[config.mk]
export PLATFORM = sky130hd
export DESIGN_NAME = bfmc_hash
export DESIGN_NICKNAME = d
export VERILOG_FILES = /design/src/design/bloom_filter_membership_check_defines.svh /design/src/design/bfmc_pkg.sv /design/src/design/bfmc_hash.sv
export SDC_FILE = /design/constraint.sdc
export NUM_CORES = 2
export LEC_CHECK = 0
export BUFFER_PORTS_ARGS = -buffer_cell sky130_fd_sc_hd__buf_2
export CAP_MARGIN = 20
export CORE_UTILIZATION = 50
export CTS_CLUSTER_SIZE = 25
export DETAILED_ROUTE_END_ITERATION = 10
export PLACE_DENSITY = 0.69
export RECOVER_POWER = 50
export SLEW_MARGIN = 20
export SYNTH_ARGS = -nofsm -noshare
export SYNTH_HDL_FRONTEND = slang
export SYNTH_SLANG_ARGS = --single-unit
[constraint.sdc]
create_clock -name clock -period 33.7 [get_ports clock]
set_input_delay 6.74 -clock clock [delete_from_list [all_inputs] [get_ports clock]]
set_output_delay 6.74 -clock clock [all_outputs]
set_load 0.03 [all_outputs]
[src/design/bloom_filter_membership_check_defines.svh]
// Assertion macros used by the main design file.
`ifndef BLOOM_FILTER_MEMBERSHIP_CHECK_DEFINES_SVH
`define BLOOM_FILTER_MEMBERSHIP_CHECK_DEFINES_SVH
// Same-cycle implication, checked on every rising edge outside reset.
`define BFMC_ASSERT_NOW(label, ante, cons, msg) \
   label: assert property (@(posedge clock) disable iff (reset) (ante) |-> (cons)) \
      else $error(msg);
// Next-cycle implication, checked on every rising edge outside reset.
`define BFMC_ASSERT_NEXT(label, ante, cons, msg) \
   label: assert property (@(posedge clock) disable iff (reset) (ante) |=> (cons)) \
      else $error(msg);
`endif

[src/design/bfmc_pkg.sv]
// ----------------------------------------------------------------------------
// bfmc_pkg: shared types and constants
// Constants, hash constants and state types of the Bloom membership check.
// ----------------------------------------------------------------------------
package bfmc_pkg;

   localparam int unsigned TABLE_WORDS_DEF = 1024;
   localparam int unsigned MAX_HASHES_DEF  = 32;

   localparam int unsigned SIZE_W   = 17;
   localparam int unsigned HCNT_W   = 7;
   localparam int unsigned PADDR_W  = 5;

   localparam logic OP_LOAD  = 1'b0;
   localparam logic OP_QUERY = 1'b1;

   localparam logic [1:0] REG_TABLE_SIZE = 2'd0;
   localparam logic [1:0] REG_HASH_COUNT = 2'd1;
   localparam logic [1:0] REG_HASH_SEED  = 2'd2;

   localparam logic [16:0] SIZE_RESET  = 17'd65536;
   localparam logic [5:0]  COUNT_RESET = 6'd7;

   localparam logic [63:0] PR64_1   = 64'h9E3779B185EBCA87;
   localparam logic [63:0] PR64_2   = 64'hC2B2AE3D27D4EB4F;
   localparam logic [63:0] PR32_2M1 = 64'h0000000085EBCA76;
   localparam logic [63:0] SEC_A    = 64'h78E5C0CC4EE679CB ^ 64'h2172FFCC7DD05A82;
   localparam logic [63:0] SEC_B    = 64'h8E2443F7744608B8 ^ 64'h4C263A81E69035E0;
   localparam logic [63:0] AVAL_MUL = 64'h165667919E3779F9;

   typedef enum logic [2:0] {
      ST_IDLE,
      ST_HASH,
      ST_MOD,
      ST_PROBE,
      ST_DONE
   } ctl_state_type;

   typedef enum logic [1:0] {
      HS_IDLE,
      HS_MUL,
      HS_ACC,
      HS_SETUP
   } hash_state_type;

endpackage

[src/design/bfmc_hash.sv]
// ----------------------------------------------------------------------------
// bfmc_hash: seeded 128-bit key hash
// Computes h1 and h2 of a 16-byte key with one shared 32x32 multiplier.
// ----------------------------------------------------------------------------
module bfmc_hash import bfmc_pkg::*; (
   input  logic        clock,
   input  logic        reset,
   input  logic        start,
   input  logic [63:0] seed,
   input  logic [63:0] key_low,
   input  logic [63:0] key_high,
   output logic        done,
   output logic [63:0] h1,
   output logic [63:0] h2
);

   hash_state_type state_ff, state_in;
   logic [2:0]   job_ff;
   logic [1:0]   part_ff;
   logic [1:0]   last_part;
   logic [63:0]  a_ff, b_ff, prod_ff, hi_in_ff, mlo_ff, mhi_ff, rlo_ff, rhi_ff;
   logic [63:0]  h1_ff, h2_ff;
   logic [127:0] acc_ff, acc_add;
   logic [31:0]  a_sel, b_sel;
   logic [63:0]  fin;
   logic         done_ff;

   function automatic logic [63:0] bswap(input logic [63:0] x);
      logic [63:0] r;
      for (int i = 0; i < 8; i++) begin
         r[8*i +: 8] = x[8*(7-i) +: 8];
      end
      return r;
   endfunction

   always_comb begin
      unique case (job_ff)
         3'd1:    last_part = 2'd0;
         3'd0,
         3'd2:    last_part = 2'd3;
         default: last_part = 2'd2;
      endcase
   end

   assign a_sel = part_ff[1] ? a_ff[63:32] : a_ff[31:0];
   assign b_sel = part_ff[0] ? b_ff[63:32] : b_ff[31:0];

   always_comb begin
      unique case (part_ff)
         2'd0:       acc_add = {64'd0, prod_ff};
         2'd1, 2'd2: acc_add = {32'd0, prod_ff, 32'd0};
         default:    acc_add = {prod_ff, 64'd0};
      endcase
   end

   assign fin = acc_ff[63:0] ^ (acc_ff[63:0] >> 32);

   always_comb begin
      state_in = state_ff;
      unique case (state_ff)
         HS_IDLE:  if (start) state_in = HS_MUL;
         HS_MUL:   state_in = HS_ACC;
         HS_ACC:   if (part_ff == last_part) state_in = HS_SETUP;
                   else state_in = HS_MUL;
         HS_SETUP: if (job_ff == 3'd5) state_in = HS_IDLE;
                   else state_in = HS_MUL;
         default:  state_in = HS_IDLE;
      endcase
   end

   always_ff @(posedge clock) begin
      if (reset) begin
         state_ff <= HS_IDLE;
         done_ff  <= 1'b0;
      end else begin
         state_ff <= state_in;
         done_ff  <= (state_ff == HS_SETUP) && (job_ff == 3'd5);
      end
   end

   always_ff @(posedge clock) begin
      unique case (state_ff)
         HS_IDLE: begin
            if (start) begin
               a_ff     <= key_low ^ key_high ^ (SEC_A - seed);
               b_ff     <= PR64_1;
               acc_ff   <= '0;
               hi_in_ff <= key_high ^ (SEC_B + seed);
               job_ff   <= 3'd0;
               part_ff  <= 2'd0;
            end
         end
         HS_MUL: prod_ff <= 64'(a_sel * b_sel);
         HS_ACC: begin
            acc_ff <= acc_ff + acc_add;
            if (part_ff != last_part) part_ff <= part_ff + 2'd1;
         end
         HS_SETUP: begin
            part_ff <= 2'd0;
            job_ff  <= job_ff + 3'd1;
            unique case (job_ff)
               3'd0: begin
                  mlo_ff <= acc_ff[63:0] + (64'd15 << 54);
                  a_ff   <= {32'd0, hi_in_ff[31:0]};
                  b_ff   <= PR32_2M1;
                  acc_ff <= {64'd0, acc_ff[127:64] + hi_in_ff};
               end
               3'd1: begin
                  mhi_ff <= acc_ff[63:0];
                  a_ff   <= mlo_ff ^ bswap(acc_ff[63:0]);
                  b_ff   <= PR64_2;
                  acc_ff <= '0;
               end
               3'd2: begin
                  rlo_ff <= acc_ff[63:0];
                  a_ff   <= mhi_ff;
                  b_ff   <= PR64_2;
                  acc_ff <= {64'd0, acc_ff[127:64]};
               end
               3'd3: begin
                  rhi_ff <= acc_ff[63:0];
                  a_ff   <= rlo_ff ^ (rlo_ff >> 37);
                  b_ff   <= AVAL_MUL;
                  acc_ff <= '0;
               end
               3'd4: begin
                  h1_ff  <= fin;
                  a_ff   <= rhi_ff ^ (rhi_ff >> 37);
                  acc_ff <= '0;
               end
               default: h2_ff <= fin | 64'd1;
            endcase
         end
         default: ;
      endcase
   end

   assign done = done_ff;
   assign h1   = h1_ff;
   assign h2   = h2_ff;

endmodule

# After elaboration in Yosys (flattened, before gate mapping)
# Index checks and enable logic that the tools add are counted.
[totals]
ff_bits = 775
in_bits = 195
output_inout_bits = 129
wordCells = 93
[op_classes]
add_sub_neg = 7
mul = 1
eq_ne = 17
muxes = 22
bitwise = 8
reduce_logical = 23
[op_table]
columns = ["op", "count"]
rows = [
  ["$pmux W128 S3", 2],
  ["$pmux W64 S5", 1],
  ["$pmux W128 S2", 1],
  ["$pmux W64 S2", 2],
  ["$xor A64 B64 Y64", 4],
  ["$pmux W64 S3", 1],
  ["$add A128 B128 Y128", 1],
  ["$mux W128", 1],
  ["$mux W64", 2],
  ["$xor A64 B27 Y64", 2],
  ["$add A64 B58 Y64 const B", 1],
  ["$add A64 B64 Y64", 1],
  ["$add A64 B64 Y64 const A", 1],
  ["$mul A32 B32 Y64", 1],
  ["$mux W32", 2],
  ["$sub A63 B64 Y64 const A", 1],
  ["$xor A64 B32 Y64", 1],
  ["$reduce_and A2 Y1", 8],
  ["$reduce_and A3 Y1", 4],
  ["$mux W2", 4],
  ["$ne A4 B2 Y1 const B", 2],
  ["$pmux W2 S4", 1],
  ["$eq A2 B2 Y1 const B", 3],
  ["$eq A3 B2 Y1 const B", 2],
  ["23 further kinds", 29],
]

# Longest topological paths before layout
[logic_depth]
word_depth = 6
ltp_mapped = 34
mapped_depth_nobuf = 31

# Worst setup path before layout
# No wires, ideal clock.
[synth_timing]
path_kind = "in2reg"
start = "in start"
end = "reg acc_ff[0], enable pin"
setup_time_ns = 0.772
t_arrival_ns = 15.546
setup_slack_ns = 17.382
stages = 2
path_buffers = 0
path_cell_list = "nor2b_1 > nor3_1"
[synth_between]
elab_chain_len = 2
[synth_rtl]
columns = ["element", "line", "source"]
rows = [
  ["start: declaration", "bfmc_hash.sv:8", "input logic start,"],
  ["$ne A2 B2 Y1 (no source line)", "-", ""],
  ["$reduce_and A3 Y1 (no source line)", "-", ""],
  ["end signal: assignment", "bfmc_hash.sv:95", "acc_ff <= acc_ff + acc_add;"],
  ["end signal: assignment", "bfmc_hash.sv:106", "acc_ff <= {64'd0, acc_ff[127:64] + hi_in_ff};"],
  ["end signal: assignment", "bfmc_hash.sv:118", "acc_ff <= {64'd0, acc_ff[127:64]};"],
  ["end: declaration", "bfmc_hash.sv:23", "logic [127:0] acc_ff, acc_add;"],
]
# No other way between the ends.
# A chain may end at the register's enable or synchronous reset.

# Worst setup path in the final report
[layout_timing]
start = "reg part_ff[1]"
end = "reg prod_ff[58] (data pin)"
[layout_between]
elab_chain_len = 2
[layout_rtl]
columns = ["element", "line", "source"]
rows = [
  ["start: declaration", "bfmc_hash.sv:19", "logic [1:0] part_ff;"],
  ["start signal: assignment", "bfmc_hash.sv:96", "if (part_ff != last_part) part_ff <= part_ff + 2'd1;"],
  ["$mux W32", "bfmc_hash.sv:45", "assign a_sel = part_ff[1] ? a_ff[63:32] : a_ff[31:0];"],
  ["$mul A32 B32 Y64", "bfmc_hash.sv:93", "HS_MUL: prod_ff <= 64'(a_sel * b_sel);"],
  ["end signal: assignment", "bfmc_hash.sv:93", ""],
  ["end: declaration", "bfmc_hash.sv:21", "logic [63:0] a_ff, b_ff, prod_ff, hi_in_ff, mlo_ff, mhi_ff, rlo_ff, rhi_ff;"],
]
# No other way between the ends.

==> flow_results.org <==
** Logic synthesis
- Top cells by area in the synthesized netlist :: sky130_fd_sc_hd__edfxtp_1 (29%), sky130_fd_sc_hd__fa_1 (23%), sky130_fd_sc_hd__ha_1 (8.6%)
- In this run, synthesis produced a sequential element count of 723.
- Fraction of registers with async set/reset :: 0%
- Area of the mapped netlist :: 75350 um2
- Area share of the largest cell type after synthesis :: 28.69%
- Most area-hungry cell type in the Yosys netlist :: sky130_fd_sc_hd__edfxtp_1
- The most used flip-flop cell after synthesis is sky130_fd_sc_hd__edfxtp_1.
- Synthesized instance count :: 7552
- Number of different library cells in the post-synthesis netlist :: 84
- The number of nets in the synthesized netlist is 9114.
- Number of warnings reported in the yosys synthesis log :: 0
- Yosys mapped a number of flops with a built-in enable equal to 720.
- For this run, the register share of the synthesized area comes to 28.77%.
- After synthesis, the mean cell area works out to 9.978 um2.

** Placed design
- Dpl hpwl :: 256300 um
- Placed cell count :: 9630
- The count of buffers added on input and output ports is 322.
- Final RePlAce weighted congestion :: 1.059

** Timing
- Setup violations remaining at the end of the flow were counted as 0.
- Final-report hold violation count :: 0
- Clock period minus worst slack :: 13020 ps
- Setup TNS :: 0 ps
- On the final layout, the worst clock skew is 42.75 ps.
- Final Max Tran Viols :: 639
- At the pin with the least slew margin, the transition time is 5320 ps.
- Setup repair after global routing left no endpoint under its margin.
- Dividing the final minimum period by the clock period gives 38.64%.
- Top achievable clock speed :: 76.80 MHz
- In this run the tightest slew margin relative to its limit is -254.6%.

** Clocking
- The root buffer cell chosen for the clock tree is sky130_fd_sc_hd__clkbuf_16.
- Clock-pin slew was measured on the worst setup and hold paths at 70 ps.
- After clock tree synthesis, the repair step resized 0 gates.
- Total clock buffers created by CTS :: 76
- TritonCTS built the clock tree.
- Once the clock tree was built, the setup fixing pass inserted 0 buffers.
- The tree built by TritonCTS fans out to 723 sinks.
- After clock tree synthesis, the flow added hold-fix buffers numbering 0.
- Source-to-sink clock delay at the later pin of the worst-skew pair :: 710 ps
- No sink is reached through more buffers than the 3 on the longest clock path.
- CTS H-tree lvls :: 3

** Worst setup path
- Critical R2R Capture :: prod_ff[58]$_DFFE_PN_
- STA puts the critical path data required time at 34110 ps.
- In this design, the critical path's most frequently occurring cell is sky130_fd_sc_hd__fa_1.
- Endpoint kind of the worst setup timing path :: register
- Launch instance of the worst register-to-register path :: part_ff[1]$_SDFFCE_PN0P_
- Data arrival at the endpoint of the critical path :: 13430 ps
- For the worst flop-to-flop path, the logic depth is 26.
- Startpoint type of the worst setup path :: register
- Capturing element of the worst setup path :: prod_ff[58]$_DFFE_PN_
- Setup crit start :: part_ff[1]$_SDFFCE_PN0P_
- Critical setup path kind :: register to register
- On the worst path, the slowest cell contributes a delay of 2670 ps.
- Standard cell with the maximum stage delay on the critical path :: sky130_fd_sc_hd__clkbuf_1
- The worst register-to-register path has a setup slack of 20680 ps.
- Along the worst path, the maximum fanout reaches 55.

** Detailed routing
- The count of nets left with antenna violations once routing finished came out at 0.
- DRT iter0 DRCs :: 8846
- The first TritonRoute pass finished after 6 iterations.
- Summed over all layers, the routed wires come to 312900 um.
- The detailed router placed 62035 vias in this run.
- In the routed layout, each cell is associated on average with a via count of 6.347.
- Drt drc :: 0
- Routed len/inst :: 32.01 um

** GRT
- Global-route wire length before repair :: 442800 um
- Pin count of the biggest net entering global routing :: 104
- The number of global-route vias before repair is 60530.
- Global routing finished with a remaining overflow of 0.
- Global-route usage over all layers :: 41.04%
- Antenna violations before repair :: 33

** Cells and area
- Finished Layout Cells :: 9774
- Proportion of layout cells with a drive suffix above 1 :: 8.097%
- The area growth from synthesis to layout is 8.439%.
- Nets@finish :: 9256

** Floorplan
- From left edge to right edge, the die measures 390.2 um.
- Core outline area :: 149800 um2
- The die covers 152300 um2.
- In this run the count of I/O pins placed on the die edge is 324.
- Starting density of the core :: 50.31%
- Row generation in the floorplan step produced 142 rows.
- Die height :: 390.2 um

** Worst hold path
- Worst min path class :: register to register

** Outcome
- Failing checks :: max-capacitance violations, max-slew violations
- The flow ran to the end, but the final reports show violations.

** Job
- Max-cap violation count :: 16
==> worst max-delay path: cells and delay by family (launching register included) <==
family          cells  cell delay [ps]
buf+inv             5             2920
flops               1              790
compound gates      5             1510
mux                 1             1240
xor+xnor            1              100
fa+ha+maj           9             4430
simple gates        5             1660
==> cells in the final DEF, fill, tap and decap left out, drive strengths merged, types with 89 or more instances in the layout <==
cell type / n
inv: 954
a22oi: 89
fa: 852
nor2: 672
ha: 515
xor2: 343
xnor2: 328
edfxtp: 720
nand2: 578
clkbuf: 114
a21oi: 439
o21ai: 248
a21o: 196
and2: 111
buf: 403
nand4: 113
==> cell type report <==
type	instances	area, um2
multi-input combinational	5515	48920
timing repair buffer	426	2344
clock buffer	91	1978
sequential	723	21680
clock inverter	49	685.7
inverter	952	3573
tap	2016	2522
fill	13467	68070
antenna	2	5.005
==> through the flow <==
step / hold slack [ps] / util [%] / instance area, um2 / worst slack (ps)
4_1_cts: 500.3 / 54.60 / 81780 / 22920
2_1_floorplan: 513.6 / - / 75350 / 17380
5_1_grt: 499.5 / 54.55 / 81700 / 20200
3_5_place_dp: 490.1 / 52.82 / 79120 / 23010
6_report: 496.5 / 54.55 / 81710 / 20680
3_3_place_gp: 483.5 / 52.81 / 79100 / 23090
==> metal layers <==
metal | routed length (um) | up-vias | GRT usage, %
met2 | 131300 | 4073 | 59.07
li1 | - | 25993 | -
met1 | 126200 | 31234 | 58.63
met3 | 37890 | 729 | 9.855
met4 | 17470 | 6 | 18.21
met5 | 46 | - | 0
==> logic make-up (layout without fill, tap and decap cells) <==
family	count (synthesis)	in the layout	synth area share (%)
xor gates and xnor gates	671	671	7.799
AOI/OAI and AO/OA	1563	1563	13.65
buffers and inverters	1314	1518	6.566
DFF	723	723	28.77
adders and majority gates	1367	1367	31.19
and+or+nand+nor	1838	1838	10.98
other	1	3	0.004977
muxes	75	75	1.041
==> cells in the mapped netlist (all sizes together), types with 69 or more instances <==
library cell	instances
a21o	196
a21oi	439
a22o	72
a22oi	89
and2	111
clkbuf	327
edfxtp	720
fa	852
ha	515
inv	952
nand2	578
nand4	113
nor2	672
nor3	72
o21ai	248
o21bai	69
xnor2	328
xor2	343
==> flip-flops by register name, summed over array words and instances (netlist names) <==
signal    cells
done          1
b_ff         12
h1           64
part_ff       2
mlo_ff       64
state_ff      2
h2           63
rhi_ff       64
job_ff        3
rlo_ff       64
prod_ff      64
hi_in_ff     64
a_ff         64
acc_ff      128
mhi_ff       64
==> how the worst min path moves through the flow <==
stage | cells past startpoint | to | startpoint
2_1_floorplan | 1 | state_ff[0]$_SDFFE_PP0P_ | state_ff[0]$_SDFFE_PP0P_
3_3_place_gp | 0 | h2[62]$_DFFE_PP_ | acc_ff[62]$_DFFE_PP_
3_5_place_dp | 0 | h2[62]$_DFFE_PP_ | acc_ff[62]$_DFFE_PP_
4_1_cts | 0 | h2[62]$_DFFE_PP_ | acc_ff[62]$_DFFE_PP_
5_1_grt | 0 | h2[62]$_DFFE_PP_ | acc_ff[62]$_DFFE_PP_
6_report | 0 | h1[62]$_DFFE_PP_ | acc_ff[62]$_DFFE_PP_
Power is not shown: default switching activity piles up to over one toggle a cycle in this logic, so the estimate is an artifact.
